$ cat config.mk
export PLATFORM = sky130hd
export DESIGN_NAME = sprite_frame_sequencer_top
export DESIGN_NICKNAME = d
export VERILOG_FILES = /design/src/rtl/sfs_pkg.sv /design/src/rtl/sfs_div.sv /design/src/rtl/sfs_datapath.sv /design/src/rtl/sfs_ctrl.sv /design/src/rtl/sprite_frame_sequencer_top.sv
export SDC_FILE = /design/constraint.sdc
export NUM_CORES = 2
export LEC_CHECK = 0
export ABC_AREA = 1
export BUFFER_PORTS_ARGS = -buffer_cell sky130_fd_sc_hd__buf_4
export CORE_ASPECT_RATIO = 0.75
export CORE_UTILIZATION = 50
export DETAILED_ROUTE_END_ITERATION = 10
export PLACE_DENSITY = 0.77
export SLEW_MARGIN = 20
export SYNTH_ARGS = -nofsm -noshare
export SYNTH_HDL_FRONTEND = slang
export SYNTH_HIERARCHICAL = 1
export SYNTH_SLANG_ARGS = --single-unit
$ cat constraint.sdc
create_clock -name clk -period 12.65 [get_ports clk]
set_clock_uncertainty 0.1 [all_clocks]
set_input_delay 0.6325 -clock clk [delete_from_list [all_inputs] [get_ports clk]]
set_output_delay 0.6325 -clock clk [all_outputs]
set_load 0.01 [all_outputs]
$ cat src/rtl/sfs_pkg.sv
// Shared types, widths and codes for the sprite frame sequencer.
// Used by the controller, the datapath, the divider and the top level.
package sfs_pkg;

	localparam int OP_W       = 3;
	localparam int DELTA_W    = 16;
	localparam int IDX_W      = 16;
	localparam int FRAME_W    = 10;
	localparam int COUNT_W    = 11;
	localparam int PERIOD_W   = 24;
	localparam int SPEED_W    = 16;
	localparam int ACC_W      = 26;
	localparam int STEP_W     = 8;
	localparam int CFG_IDX_W  = 2;
	localparam int CFG_DATA_W = 24;
	localparam int SCALE_SH   = 8;
	localparam int SCALED_W   = DELTA_W + SPEED_W - SCALE_SH;

	localparam logic [COUNT_W-1:0] MAX_FRAMES = 11'd1024;

	// divider: two quotient bits per cycle
	localparam int DIV_W      = 28;
	localparam int DIV_STEPS  = DIV_W / 2;
	localparam int DIV_CNT_W  = $clog2(DIV_STEPS);

	typedef enum logic [OP_W-1:0] {
		OP_TICK   = 3'd0,
		OP_START  = 3'd1,
		OP_RESUME = 3'd2,
		OP_PAUSE  = 3'd3,
		OP_STOP   = 3'd4,
		OP_SETF   = 3'd5,
		OP_ANIM   = 3'd6
	} op_t;

	typedef enum logic [CFG_IDX_W-1:0] {
		CFG_COUNT  = 2'd0,
		CFG_PERIOD = 2'd1,
		CFG_SPEED  = 2'd2,
		CFG_LOOP   = 2'd3
	} cfg_idx_t;

	typedef struct packed {
		logic load;
		logic exec;
		logic step;
		logic wrap;
		logic out;
	} ctrl_cmd_t;

	typedef struct packed {
		logic tick_go;
		logic need_wrap;
		logic div_done;
	} dp_status_t;

endpackage

$ cat src/rtl/sfs_div.sv
// Iterative restoring divider, two quotient bits per cycle.
// Depends on sfs_pkg for widths.
module sfs_div (
	input  logic                          clk,
	input  logic                          arst_n,
	input  logic                          start,
	input  logic [sfs_pkg::DIV_W-1:0]     dividend,
	input  logic [sfs_pkg::PERIOD_W-1:0]  divisor,
	output logic                          done,
	output logic [sfs_pkg::DIV_W-1:0]     quot,
	output logic [sfs_pkg::PERIOD_W-1:0]  rem
);
	import sfs_pkg::*;

	logic                 busy_q;
	logic                 done_q;
	logic [DIV_CNT_W-1:0] cnt_q;
	logic [DIV_W-1:0]     quo_q;
	logic [PERIOD_W-1:0]  rem_q;
	logic [PERIOD_W-1:0]  dvs_q;
	logic [DIV_W-1:0]     quo_nx;
	logic [PERIOD_W-1:0]  rem_nx;

	always_comb begin
		logic [PERIOD_W:0]   t;
		logic [DIV_W-1:0]    q;
		logic [PERIOD_W-1:0] r;
		q = quo_q;
		r = rem_q;
		for (int i = 0; i < 2; i++) begin
			t = {r, q[DIV_W-1]};
			q = {q[DIV_W-2:0], 1'b0};
			if (t >= {1'b0, dvs_q}) begin
				t = t - {1'b0, dvs_q};
				q[0] = 1'b1;
			end
			r = t[PERIOD_W-1:0];
		end
		quo_nx = q;
		rem_nx = r;
	end

	always_ff @(posedge clk or negedge arst_n) begin
		if (!arst_n) begin
			busy_q <= 1'b0;
			done_q <= 1'b0;
			cnt_q  <= '0;
		end else if (start) begin
			busy_q <= 1'b1;
			done_q <= 1'b0;
			cnt_q  <= '0;
		end else if (busy_q) begin
			cnt_q <= cnt_q + DIV_CNT_W'(1);
			if (cnt_q == DIV_CNT_W'(DIV_STEPS - 1)) begin
				busy_q <= 1'b0;
				done_q <= 1'b1;
			end
		end else begin
			done_q <= 1'b0;
		end
	end

	always_ff @(posedge clk) begin
		if (start) begin
			quo_q <= dividend;
			rem_q <= '0;
			dvs_q <= divisor;
		end else if (busy_q) begin
			quo_q <= quo_nx;
			rem_q <= rem_nx;
		end
	end

	assign done = done_q;
	assign quot = quo_q;
	assign rem  = rem_q;

`ifndef SYNTHESIS
	a_no_restart: assert property (@(posedge clk) disable iff (!arst_n)
		start |-> !busy_q) else $error("divider restarted while busy");
	a_done_after_busy: assert property (@(posedge clk) disable iff (!arst_n)
		$rose(done_q) |-> $past(busy_q)) else $error("divider done without a run");
`endif

endmodule

$ cat src/rtl/sfs_datapath.sv
// Datapath: configuration, playback state, tick arithmetic and result registers.
// Depends on sfs_pkg and sfs_div; driven by commands from sfs_ctrl.
module sfs_datapath (
	input  logic                            clk,
	input  logic                            arst_n,
	input  sfs_pkg::ctrl_cmd_t              cmd,
	output sfs_pkg::dp_status_t             status,
	input  logic                            cfg_we,
	input  logic [sfs_pkg::CFG_IDX_W-1:0]   cfg_index,
	input  logic [sfs_pkg::CFG_DATA_W-1:0]  cfg_data,
	input  logic [sfs_pkg::OP_W-1:0]        op,
	input  logic [sfs_pkg::DELTA_W-1:0]     delta,
	input  logic signed [sfs_pkg::IDX_W-1:0] frame_index,
	input  logic                            pause_after,
	output logic [sfs_pkg::FRAME_W-1:0]     frame,
	output logic                            playing,
	output logic                            frame_changed,
	output logic                            ended,
	output logic                            target_reached,
	output logic                            accepted,
	output logic [sfs_pkg::STEP_W-1:0]      frames_stepped
);
	import sfs_pkg::*;

	localparam logic [STEP_W-1:0] STEP_MAX = '1;

	function automatic logic [STEP_W-1:0] sat_step(input logic [DIV_W-1:0] v);
		sat_step = (v > DIV_W'(STEP_MAX)) ? STEP_MAX : v[STEP_W-1:0];
	endfunction

	// configuration
	logic [COUNT_W-1:0]  frame_count_q;
	logic [PERIOD_W-1:0] frame_period_q;
	logic [SPEED_W-1:0]  speed_gain_q;
	logic                loop_q;

	// playback state
	logic [FRAME_W-1:0]  cur_q;
	logic [ACC_W-1:0]    acc_q;
	logic                play_q;
	logic                tgt_active_q;
	logic [FRAME_W-1:0]  tgt_frame_q;
	logic                tgt_pause_q;

	// per-item registers
	op_t                 op_q;
	logic [IDX_W-1:0]    idx_q;
	logic                pa_q;
	logic [SCALED_W-1:0] scaled_q;
	logic [FRAME_W-1:0]  old_q;
	logic [ACC_W-1:0]    dper_q;
	logic                ended_q;
	logic                reached_q;
	logic                accepted_q;
	logic [STEP_W-1:0]   stepped_q;

	// output registers
	logic [FRAME_W-1:0]  frame_q;
	logic                playing_q;
	logic                changed_q;
	logic                ended_out_q;
	logic                reached_out_q;
	logic                accepted_out_q;
	logic [STEP_W-1:0]   stepped_out_q;

	logic [COUNT_W-1:0]          cnt;
	logic [COUNT_W-1:0]          cnt_m1;
	logic                        cnt_zero;
	logic [IDX_W-2:0]            idx_pos;
	logic [FRAME_W-1:0]          tclamp;
	logic                        cur_lt;
	logic [COUNT_W-1:0]          e_val;
	logic [COUNT_W-1:0]          d_val;
	logic                        tgt_ok;
	logic [DELTA_W+SPEED_W-1:0]  prod;
	logic [ACC_W:0]              sum;
	logic [ACC_W-1:0]            acc_sat;
	logic [COUNT_W+PERIOD_W-1:0] dper_full;
	logic                        tick_go;
	logic                        n_zero;
	logic                        d_le_n;
	logic                        e_le_n;
	logic                        hit;
	logic                        need_wrap;
	logic                        div_start;
	logic [DIV_W-1:0]            div_dividend;
	logic [PERIOD_W-1:0]         div_divisor;
	logic                        div_done;
	logic [DIV_W-1:0]            div_quot;
	logic [PERIOD_W-1:0]         div_rem;
	logic [DIV_W-1:0]            wrap_dividend;

	assign cnt      = (frame_count_q > MAX_FRAMES) ? MAX_FRAMES : frame_count_q;
	assign cnt_m1   = cnt - COUNT_W'(1);
	assign cnt_zero = (cnt == '0);

	assign idx_pos = idx_q[IDX_W-2:0];
	assign tclamp  = idx_q[IDX_W-1] ? '0 :
		(idx_pos >= {{(IDX_W-1-COUNT_W){1'b0}}, cnt}) ? cnt_m1[FRAME_W-1:0] :
		idx_pos[FRAME_W-1:0];

	assign cur_lt = ({1'b0, cur_q} < cnt);
	assign e_val  = cur_lt ? (cnt - {1'b0, cur_q}) : COUNT_W'(1);
	assign d_val  = (tgt_frame_q > cur_q) ? {1'b0, tgt_frame_q - cur_q} :
		(e_val + {1'b0, tgt_frame_q});
	assign tgt_ok = tgt_active_q && ({1'b0, tgt_frame_q} < cnt) &&
		(loop_q || (d_val < e_val));

	assign prod    = {{SPEED_W{1'b0}}, delta} * {{DELTA_W{1'b0}}, speed_gain_q};
	assign sum     = {1'b0, acc_q} + {{(ACC_W+1-SCALED_W){1'b0}}, scaled_q};
	assign acc_sat = sum[ACC_W] ? '1 : sum[ACC_W-1:0];
	assign dper_full = {{PERIOD_W{1'b0}}, d_val} * {{COUNT_W{1'b0}}, frame_period_q};

	assign tick_go = (op_q == OP_TICK) && play_q && !cnt_zero && (frame_period_q != '0);

	assign n_zero    = (div_quot == '0);
	assign d_le_n    = ({{(DIV_W-COUNT_W){1'b0}}, d_val} <= div_quot);
	assign e_le_n    = ({{(DIV_W-COUNT_W){1'b0}}, e_val} <= div_quot);
	assign hit       = tgt_ok && d_le_n;
	assign need_wrap = !n_zero && loop_q && !hit;

	assign wrap_dividend = cur_lt ?
		(div_quot + {{(DIV_W-FRAME_W){1'b0}}, cur_q}) : (div_quot - DIV_W'(1));

	assign div_start    = (cmd.exec && tick_go) || (cmd.step && need_wrap);
	assign div_dividend = cmd.exec ? {{(DIV_W-ACC_W){1'b0}}, acc_sat} : wrap_dividend;
	assign div_divisor  = cmd.exec ? frame_period_q : {{(PERIOD_W-COUNT_W){1'b0}}, cnt};

	sfs_div u_div (
		.clk      (clk),
		.arst_n   (arst_n),
		.start    (div_start),
		.dividend (div_dividend),
		.divisor  (div_divisor),
		.done     (div_done),
		.quot     (div_quot),
		.rem      (div_rem)
	);

	assign status.tick_go   = tick_go;
	assign status.need_wrap = need_wrap;
	assign status.div_done  = div_done;

	always_ff @(posedge clk or negedge arst_n) begin
		if (!arst_n) begin
			frame_count_q  <= '0;
			frame_period_q <= '0;
			speed_gain_q   <= SPEED_W'(256);
			loop_q         <= 1'b1;
			cur_q          <= '0;
			acc_q          <= '0;
			play_q         <= 1'b0;
			tgt_active_q   <= 1'b0;
			tgt_frame_q    <= '0;
			tgt_pause_q    <= 1'b0;
			ended_q        <= 1'b0;
			reached_q      <= 1'b0;
			accepted_q     <= 1'b0;
			stepped_q      <= '0;
		end else begin
			if (cfg_we) begin
				case (cfg_idx_t'(cfg_index))
					CFG_COUNT:  frame_count_q  <= cfg_data[COUNT_W-1:0];
					CFG_PERIOD: frame_period_q <= cfg_data[PERIOD_W-1:0];
					CFG_SPEED:  speed_gain_q   <= cfg_data[SPEED_W-1:0];
					CFG_LOOP:   loop_q         <= cfg_data[0];
					default: ;
				endcase
			end
			if (cmd.load) begin
				ended_q    <= 1'b0;
				reached_q  <= 1'b0;
				accepted_q <= 1'b0;
				stepped_q  <= '0;
			end
			if (cmd.exec) begin
				case (op_q)
					OP_TICK: begin
						if (tick_go) begin
							acc_q <= acc_sat;
						end
					end
					OP_START: begin
						cur_q        <= '0;
						acc_q        <= '0;
						play_q       <= 1'b1;
						tgt_active_q <= 1'b0;
						tgt_frame_q  <= '0;
					end
					OP_RESUME: play_q <= 1'b1;
					OP_PAUSE:  play_q <= 1'b0;
					OP_STOP: begin
						play_q       <= 1'b0;
						cur_q        <= '0;
						acc_q        <= '0;
						tgt_active_q <= 1'b0;
						tgt_frame_q  <= '0;
					end
					OP_SETF: begin
						acc_q <= '0;
						if (cnt_zero) begin
							cur_q <= '0;
						end else begin
							cur_q        <= tclamp;
							tgt_active_q <= 1'b0;
							tgt_frame_q  <= '0;
						end
					end
					OP_ANIM: begin
						if (!cnt_zero) begin
							accepted_q <= 1'b1;
							if (tclamp == cur_q) begin
								if (pa_q) begin
									play_q <= 1'b0;
								end
								reached_q <= 1'b1;
							end else begin
								tgt_active_q <= 1'b1;
								tgt_frame_q  <= tclamp;
								tgt_pause_q  <= pa_q;
								play_q       <= 1'b1;
							end
						end
					end
					default: ;
				endcase
			end
			if (cmd.step && !n_zero) begin
				if (hit) begin
					cur_q        <= tgt_frame_q;
					acc_q        <= acc_q - dper_q;
					tgt_active_q <= 1'b0;
					tgt_frame_q  <= '0;
					if (tgt_pause_q) begin
						play_q <= 1'b0;
					end
					reached_q <= 1'b1;
					stepped_q <= sat_step({{(DIV_W-COUNT_W){1'b0}}, d_val});
				end else if (!loop_q && e_le_n) begin
					cur_q     <= cnt_m1[FRAME_W-1:0];
					acc_q     <= '0;
					play_q    <= 1'b0;
					ended_q   <= 1'b1;
					stepped_q <= sat_step({{(DIV_W-COUNT_W){1'b0}}, e_val});
				end else begin
					acc_q     <= {{(ACC_W-PERIOD_W){1'b0}}, div_rem};
					stepped_q <= sat_step(div_quot);
					if (!loop_q) begin
						cur_q <= cur_q + div_quot[FRAME_W-1:0];
					end
				end
			end
			if (cmd.wrap) begin
				cur_q <= div_rem[FRAME_W-1:0];
			end
		end
	end

	always_ff @(posedge clk) begin
		if (cmd.load) begin
			op_q     <= op_t'(op);
			idx_q    <= frame_index;
			pa_q     <= pause_after;
			scaled_q <= prod[DELTA_W+SPEED_W-1:SCALE_SH];
			old_q    <= cur_q;
		end
		if (cmd.exec) begin
			dper_q <= dper_full[ACC_W-1:0];
		end
		if (cmd.out) begin
			frame_q        <= cur_q;
			playing_q      <= play_q;
			changed_q      <= (cur_q != old_q);
			ended_out_q    <= ended_q;
			reached_out_q  <= reached_q;
			accepted_out_q <= accepted_q;
			stepped_out_q  <= stepped_q;
		end
	end

	assign frame          = frame_q;
	assign playing        = playing_q;
	assign frame_changed  = changed_q;
	assign ended          = ended_out_q;
	assign target_reached = reached_out_q;
	assign accepted       = accepted_out_q;
	assign frames_stepped = stepped_out_q;

endmodule

$ cat src/rtl/sfs_ctrl.sv
// Controller state machine: sequences one command through the datapath.
// Depends on sfs_pkg for command and status structs.
module sfs_ctrl (
	input  logic                clk,
	input  logic                arst_n,
	input  logic                in_valid,
	output logic                in_ready,
	output logic                out_valid,
	input  logic                out_ready,
	input  sfs_pkg::dp_status_t status,
	output sfs_pkg::ctrl_cmd_t  cmd
);
	import sfs_pkg::*;

	typedef enum logic [6:0] {
		S_IDLE = 7'b0000001,
		S_EXEC = 7'b0000010,
		S_DIV1 = 7'b0000100,
		S_STEP = 7'b0001000,
		S_DIV2 = 7'b0010000,
		S_WRAP = 7'b0100000,
		S_OUT  = 7'b1000000
	} state_t;

	state_t state_q;
	state_t state_nx;
	logic   out_valid_q;
	logic   out_free;

	assign out_free = !out_valid_q || out_ready;

	always_comb begin
		state_nx = state_q;
		case (state_q)
			S_IDLE: if (in_valid) state_nx = S_EXEC;
			S_EXEC: state_nx = status.tick_go ? S_DIV1 : S_OUT;
			S_DIV1: if (status.div_done) state_nx = S_STEP;
			S_STEP: state_nx = status.need_wrap ? S_DIV2 : S_OUT;
			S_DIV2: if (status.div_done) state_nx = S_WRAP;
			S_WRAP: state_nx = S_OUT;
			S_OUT:  if (out_free) state_nx = S_IDLE;
			default: state_nx = S_IDLE;
		endcase
	end

	assign in_ready = (state_q == S_IDLE);
	assign cmd.load = in_valid && (state_q == S_IDLE);
	assign cmd.exec = (state_q == S_EXEC);
	assign cmd.step = (state_q == S_STEP);
	assign cmd.wrap = (state_q == S_WRAP);
	assign cmd.out  = (state_q == S_OUT) && out_free;

	always_ff @(posedge clk or negedge arst_n) begin
		if (!arst_n) begin
			state_q     <= S_IDLE;
			out_valid_q <= 1'b0;
		end else begin
			state_q <= state_nx;
			if (cmd.out) begin
				out_valid_q <= 1'b1;
			end else if (out_ready) begin
				out_valid_q <= 1'b0;
			end
		end
	end

	assign out_valid = out_valid_q;

`ifndef SYNTHESIS
	a_accept_exec: assert property (@(posedge clk) disable iff (!arst_n)
		(in_valid && in_ready) |=> (state_q == S_EXEC)) else $error("transfer not executed");
	a_result_shown: assert property (@(posedge clk) disable iff (!arst_n)
		cmd.out |=> out_valid_q) else $error("result not presented");
`endif

endmodule

$ cat src/rtl/sprite_frame_sequencer_top.sv
// Sprite frame sequencer: one result per command. Commands and idle ticks go from the
// input transfer through execute to the output register, and the next command is taken
// only once that result is registered; an accumulating tick divides the accumulator by the
// frame period on the shared two-bit-per-cycle divider, and by the frame count when a loop wraps.
// Reset clears playback state and loads configuration defaults; a result waits in the output register.
// Depends on sfs_pkg, sfs_ctrl, sfs_datapath, sfs_div.
module sprite_frame_sequencer_top (
	input  logic                            clk,
	input  logic                            arst_n,
	input  logic                            cfg_valid,
	output logic                            cfg_ready,
	input  logic [sfs_pkg::CFG_IDX_W-1:0]   cfg_index,
	input  logic [sfs_pkg::CFG_DATA_W-1:0]  cfg_data,
	input  logic                            in_valid,
	output logic                            in_ready,
	input  logic [sfs_pkg::OP_W-1:0]        op,
	input  logic [sfs_pkg::DELTA_W-1:0]     delta,
	input  logic signed [sfs_pkg::IDX_W-1:0] frame_index,
	input  logic                            pause_after,
	output logic                            out_valid,
	input  logic                            out_ready,
	output logic [sfs_pkg::FRAME_W-1:0]     frame,
	output logic                            playing,
	output logic                            frame_changed,
	output logic                            ended,
	output logic                            target_reached,
	output logic                            accepted,
	output logic [sfs_pkg::STEP_W-1:0]      frames_stepped
);
	import sfs_pkg::*;

	ctrl_cmd_t  cmd;
	dp_status_t status;

	assign cfg_ready = 1'b1;

	sfs_ctrl u_ctrl (
		.clk       (clk),
		.arst_n    (arst_n),
		.in_valid  (in_valid),
		.in_ready  (in_ready),
		.out_valid (out_valid),
		.out_ready (out_ready),
		.status    (status),
		.cmd       (cmd)
	);

	sfs_datapath u_dp (
		.clk            (clk),
		.arst_n         (arst_n),
		.cmd            (cmd),
		.status         (status),
		.cfg_we         (cfg_valid && cfg_ready),
		.cfg_index      (cfg_index),
		.cfg_data       (cfg_data),
		.op             (op),
		.delta          (delta),
		.frame_index    (frame_index),
		.pause_after    (pause_after),
		.frame          (frame),
		.playing        (playing),
		.frame_changed  (frame_changed),
		.ended          (ended),
		.target_reached (target_reached),
		.accepted       (accepted),
		.frames_stepped (frames_stepped)
	);

endmodule
# After elaboration in Yosys (flattened, before gate mapping)
# Cells that the tools add are included.
dict set report word_totals {
  regBits 305
  in_bits 67
  out_inout_bits 26
  wordCells 224
}
dict set report classes {
  add_sub_neg 12
  mul 2
  magnitude_cmp 13
  eq_ne 25
  n_mux 91
  bitwise_logic 2
  n_reduce_logical 43
}
# operator n
set ops {}
lappend ops {{10-bit two-way mux} 15}
lappend ops {{26-bit two-way mux} 5}
lappend ops {{28-bit two-way mux} 4}
lappend ops {{24-bit two-way mux} 3}
lappend ops {{11-bit by 28-bit <= comparator with 1-bit output} 2}
lappend ops {{8-bit two-way mux} 7}
lappend ops {{26-bit case mux with 2 select lines} 1}
lappend ops {{25-bit by 24-bit greater-or-equal comparator with 1-bit output} 2}
lappend ops {{7-bit case mux with 7 select lines} 1}
lappend ops {{24-bit subtractor} 2}
lappend ops {{11-bit two-way mux} 4}
lappend ops {{7-bit two-way mux} 6}
lappend ops {{1-bit two-way mux} 39}
lappend ops {{16-bit by 16-bit multiplier with 32-bit output} 1}
lappend ops {{10-bit case mux with 3 select lines} 1}
lappend ops {{28-bit by 10-bit adder with 28-bit output} 1}
lappend ops {{28-bit by 8-bit > comparator with 1-bit output, second input constant} 1}
lappend ops {{28-bit logical NOT} 1}
lappend ops {{28-bit by 1-bit subtractor with 28-bit output, second input constant} 1}
lappend ops {{26-bit by 24-bit adder with 27-bit output} 1}
lappend ops {{11-bit by 24-bit multiplier with 26-bit output} 1}
lappend ops {{26-bit subtractor} 1}
lappend ops {{24-bit nonzero test} 1}
lappend ops {{11-bit by 8-bit > comparator with 1-bit output, second input constant} 2}
lappend ops {{other kinds (47)} 85}

# Longest topological paths before layout
dict set report depth {
  word_depth 15
  depth_mapped 55
  mapped_depth_nobuf 53
}

# By module
# The synthesis kept the hierarchy.
# module n_inst cells_per_inst area_per_inst_um2 seq_area_each_um2
set modules_own_cells {}
lappend modules_own_cells {sfs_datapath 1 4147 32084.5 5898.2}
lappend modules_own_cells {sfs_div 1 1097 7089.3 2192.1}
lappend modules_own_cells {sfs_ctrl 1 72 518.0 201.4}
lappend modules_own_cells {sprite_frame_sequencer_top 1 2 11.3 0.0}

# Least setup slack after synthesis
# No wires, ideal clock.
dict set report synth_timing {
  path_type {register to register}
  start {register u_dp.frame_count_q[4]}
  end {register u_dp.dper_q[24], data pin}
  setup_ns 0.262
  arrival_time_ns 8.135
  required_time_ns 12.288
  slack_ns 4.153
  path_stages_with_launch 49
  path_buffers 2
  period_less_slack_ns 8.497
  cell_sequence {dfrtp_1 -> nor2_1 -> nand3_1 -> nor2_2 -> nand2_2 -> nand2_4 -> nand2_1 -> inv_1 -> ha_1 -> nand2_1 -> clkinv_1 -> nand2_1 -> nand2_1 -> nand2_1 -> nand3_2 -> nand2_4 -> inv_2 -> clkbuf_1 -> (+13 left out) -> fa_1 -> inv_1 -> fa_1 -> inv_1 -> ha_1 -> nand2_1 -> a21oi_1 -> a211oi_1 -> o221ai_1 -> a21oi_1 -> o21ai_0 -> nand3_1 -> nand2_1 -> nand3_1 -> nand2_1 -> a21oi_1 -> o21bai_1 -> xor2_1}
}
dict set report synth_via {
  elab_chain_cells 7
  word_cells_on_any_way 8
  classes_between {add/sub: 2; mul: 1; order compare: 2; mux: 3}
}
# element line
set synth_rtl {}
lappend synth_rtl {{start: declaration} sfs_datapath.sv:32} ;# logic [COUNT_W-1:0] frame_count_q;
lappend synth_rtl {{start signal: assignment} sfs_datapath.sv:163} ;# CFG_COUNT: frame_count_q <= cfg_data[COUNT_W-1:0];
lappend synth_rtl {{11-bit > comparator} sfs_datapath.sv:93} ;# assign cnt = (frame_count_q > MAX_FRAMES) ? MAX_FRAMES : frame_count_q;
lappend synth_rtl {{11-bit two-way mux *} sfs_datapath.sv:93}
lappend synth_rtl {{11-bit by 10-bit subtractor with 11-bit output or 10-bit by 11-bit < comparator with 1-bit output (tied branches)} {sfs_datapath.sv:103, sfs_datapath.sv:102}}
lappend synth_rtl {{11-bit two-way mux *} sfs_datapath.sv:103} ;# assign e_val = cur_lt ? (cnt - {1'b0, cur_q}) : COUNT_W'(1);
lappend synth_rtl {{11-bit by 10-bit adder with 11-bit output *} sfs_datapath.sv:105} ;# (e_val + {1'b0, tgt_frame_q});
lappend synth_rtl {{11-bit two-way mux *} sfs_datapath.sv:104} ;# assign d_val = (tgt_frame_q > cur_q) ? {1'b0, tgt_frame_q - cur_q} :
lappend synth_rtl {{11-bit by 24-bit multiplier with 26-bit output *} sfs_datapath.sv:112} ;# assign dper_full = {{PERIOD_W{1'b0}}, d_val} * {{COUNT_W{1'b0}}, frame_period_q};
lappend synth_rtl {{net u_dp.dper_full[24]} sfs_datapath.sv:78} ;# logic [COUNT_W+PERIOD_W-1:0] dper_full;
lappend synth_rtl {{end signal: assignment} sfs_datapath.sv:268} ;# dper_q <= dper_full[ACC_W-1:0];
lappend synth_rtl {{end: declaration} sfs_datapath.sv:51} ;# logic [ACC_W-1:0] dper_q;
# Mark *: on every way through the listed nets, which the timed path passes. The rest lies on a longest branch.
# A chain may end at the register's enable or synchronous reset.

# Final worst setup path
dict set report layout_timing {
  start {register u_dp.frame_count_q[10]}
  end {register u_dp.dper_q[24], data pin}
}
# Same word-level chain as after synthesis.

==> results_dict.tcl <==
set metrics [dict create \
    outcome "finished clean" \
    r2r_end "u_dp/dper_q[24]" \
    core_sq_um 78620 \
    cp-start-kind "flop" \
    fp.dieH_microns 246.0 \
    cap_violations 0 \
    critPathMaxFanout 24 \
    crit_top_cell "nand2_1" \
    synth_top_area_share_pct 18.45 \
    std_cell_rows 89 \
    synth_top_cells_by_area "fa_1 18%, nand2_1 14%, edfxtp_1 12%" \
    reg2regPathDepth 45 \
    hold-path-cell-count 1 \
    worstPathRequired_ns 12.85 \
    vias_per_cell 5.643 \
    drc 0 \
    tightest_slew_ns 1.121 \
    synth.distinct_cells 76 \
    hold_start "frame_index[3]" \
    yosysWarnings 6 \
    overflow 0 \
    hold_violations 0 \
    final_core_util_pct 53.76 \
    synth_top_flop_cell "edfxtp_1" \
    drtAntennaViolNets 0 \
    area_delta_synth_final_pct 6.460 \
    avgSynthCellArea_sq_um 7.466 \
    nets 6097 \
    drtIter0Drc 3739 \
    cpMaxStageDelayCell "dfrtp_1" \
    finalSetupViolations 0 \
    yosys.area.top_type "fa_1" \
    dieWidth_microns 327.4 \
    cts_buffers 35 \
    grt_pass1_wl_microns 199500 \
    r2r_setup_slack_ns 2.19 \
    yosysSeqAreaShare_pct 20.88 \
    synth-seq-cells 305 \
    post_cts_buffers 0 \
    clock_latency_ns 0.57 \
    first_pass_iters 6 \
    synth_nets 6115 \
    end_kind "flop" \
    routed_wl_microns 129600 \
    async_flop_share_pct 41.31 \
    rsz0062_at_grt "no" \
    via_count 35970 \
    cts_sinks 305 \
    dp_hpwl_microns 104000 \
    port_buffers 91 \
    grt_max_degree 68 \
    path_clk_slew_ns 0.06 \
    layout-drive-gt1-share_pct 6.476 \
    antenna_found_initial 2 \
    cts_root_buf "clkbuf_16" \
    syn_inst 5318 \
    grt_usage_pct 32.45 \
    die-area_sq_um 80550 \
    start_util_pct 50.50 \
    cts_max_level 2 \
    max_stage_delay_ns 0.72 \
    min_path_type "in -> reg" \
    cts_tree "built" \
    syn_area_sq_um 39700 \
    ios 93 \
    max_freq_mhz 95.62 \
    r2r_start "u_dp/frame_count_q[10]" \
    hold_path_end "u_dp/idx_q[3]" \
    wl_per_cell_microns 20.33 \
    worstPathArrival_ns 10.66 \
    gp_congestion 1.019 \
    drv_slew 0 \
    slew_headroom_pct 24.54 \
    min_period_ns 10.46 \
    period_share_pct 82.67 \
    clockBufferDepth 3 \
    grt_pass1_vias 34460 \
    synth_enable_flop_cells 155 \
    path_class "reg -> reg" \
    finalSetupTns_ns 0 \
]
[cell usage in the layout (no fill, tap or decap), types with 9 or more instances in the layout]
cell,instances
nand2_2,35
nor2_4,17
a21o_1,22
o21bai_1,18
clkbuf_1,11
clkbuf_16,37
inv_2,21
nand3_1,268
clkinv_1,9
nor3_1,28
xnor2_1,69
xor2_1,101
o21ai_0,192
fa_1,366
a21oi_1,274
dfrtp_1,123
nor4_1,18
ha_1,364
nand3_2,13
or2_2,21
edfxtp_1,155
nand2_1,1427
a31oi_1,21
inv_1,973
o22ai_1,15
nand4_1,51
dfxtp_1,24
nor2_1,335
buf_4,110
nor2_2,20
o21a_1,10
o211ai_1,19
o21ai_1,33
nand2_4,10
[through the flow]
step | std cells | hold slack, ns | setup slack [ns] | instance area, sq um
3_3_place_gp | 6308 | 0.3338 | 2.700 | 41130
3_5_place_dp | 6308 | 0.3357 | 2.516 | 41130
5_1_grt | 6373 | 0.1305 | 1.372 | 42270
2_1_floorplan | 5318 | 0.2369 | 4.153 | 39700
6_report | 6374 | 0.1402 | 2.192 | 42270
4_1_cts | 6373 | 0.1219 | 2.464 | 42260
[cells in the mapped netlist (6+ instances only)]
cell and count:
o22ai_1 15, edfxtp_1 155, dfrtp_1 123, inv_2 21, a31oi_1 21, buf_2 18
buf_6 6, ha_1 364, nor4_1 18, buf_4 11, a221oi_1 8, nand3_2 12
nor2_1 336, o21a_1 10, inv_4 7, buf_1 11, nand2_1 1428, or2_2 21
inv_1 973, dfxtp_1 24, nand4_1 51, a21o_1 22, o211ai_1 19, nor3_1 29
xnor2_1 69, nand3_1 269, o21ai_1 32, clkinv_1 8, xor2_1 101, o21bai_1 18
nand2_2 34, nor2_2 20, o21ai_0 194, o221ai_1 6, nand2_4 10, nor2_4 16
clkbuf_1 121, a21oi_1 274, fa_1 366
[how the worst max path moves through the flow]
stage                      startpoint              end  slack [ns]  depth (start not counted)
4_1_cts        u_dp/frame_count_q[10]  u_dp/dper_q[24]        2.46                         45
3_3_place_gp   u_dp/frame_count_q[10]  u_dp/dper_q[24]        2.70                         45
2_1_floorplan   u_dp/frame_count_q[4]  u_dp/dper_q[24]        4.15                         48
3_5_place_dp   u_dp/frame_count_q[10]  u_dp/dper_q[24]        2.52                         45
6_report       u_dp/frame_count_q[10]  u_dp/dper_q[24]        2.19                         45
5_1_grt        u_dp/frame_count_q[10]  u_dp/dper_q[24]        1.37                         45
[flip-flops by register name, summed over array words and instances (netlist names), 11 cells and up]
register	count
u_dp/frame_period_q	24
u_dp/u_div/dvs_q	24
u_dp/dper_q	26
u_dp/u_div/rem	24
u_dp/u_div/quot	28
u_dp/idx_q	16
u_dp/acc_q	26
u_dp/scaled_q	24
u_dp/frame_count_q	11
u_dp/speed_gain_q	16
[what timing repair did]
action                                 in CTS  in global routing
endpoints found under the hold margin      14                  0
hold buffers                                1                  0
setup endpoints to repair                   0                  0
gates resized for setup                     0                  0
[routing by layer]
metal	vias to the layer above	global-route usage, %	wire length [microns]	share of wire, %
met5	-	0	34	0.026
met4	4	10.18	4318	3.3
met3	242	10.78	17390	13
met2	1908	46.83	53110	41
met1	17150	45.62	54740	42
li1	16670	-	-	-
[cell type report]
| class | instances | area [sq um] |
|---|---|---|
| multi-input combinational | 3836 | 26890 |
| timing repair buffer | 112 | 847.1 |
| inverter | 1010 | 3814 |
| clock inverter | 15 | 137.6 |
| tap | 1046 | 1309 |
| sequential | 305 | 8292 |
| antenna | 1 | 2.502 |
| fill | 7538 | 36350 |
| clock buffer | 49 | 980.9 |
[worst max-delay path, delay by kind of cell (launching register included)]
kind | cells | cell delay (ns)
XOR/XNOR | 1 | 0.15
AND/OR/NAND/NOR | 19 | 2.68
flip-flops | 1 | 0.72
buffers and inverters | 8 | 1.13
adder cells (fa/ha/maj) | 8 | 3.74
AO/OA/AOI/OAI | 9 | 1.68
[kinds of logic after synthesis]
family                   count (synthesis)  synth area share [%]
flip-flops                             305                 20.88
multiplexers                             2               0.05672
AO/OA/AOI/OAI                          660                 9.416
other                                    1              0.009445
AND/OR/NAND/NOR                       2273                 24.50
XOR/XNOR                               170                 3.750
adder cells (fa/ha/maj)                730                 29.93
buffers and inverters                 1177                 11.46
Power is not shown: default switching activity piles up to over one toggle a cycle in this logic, so the estimate is an artifact.
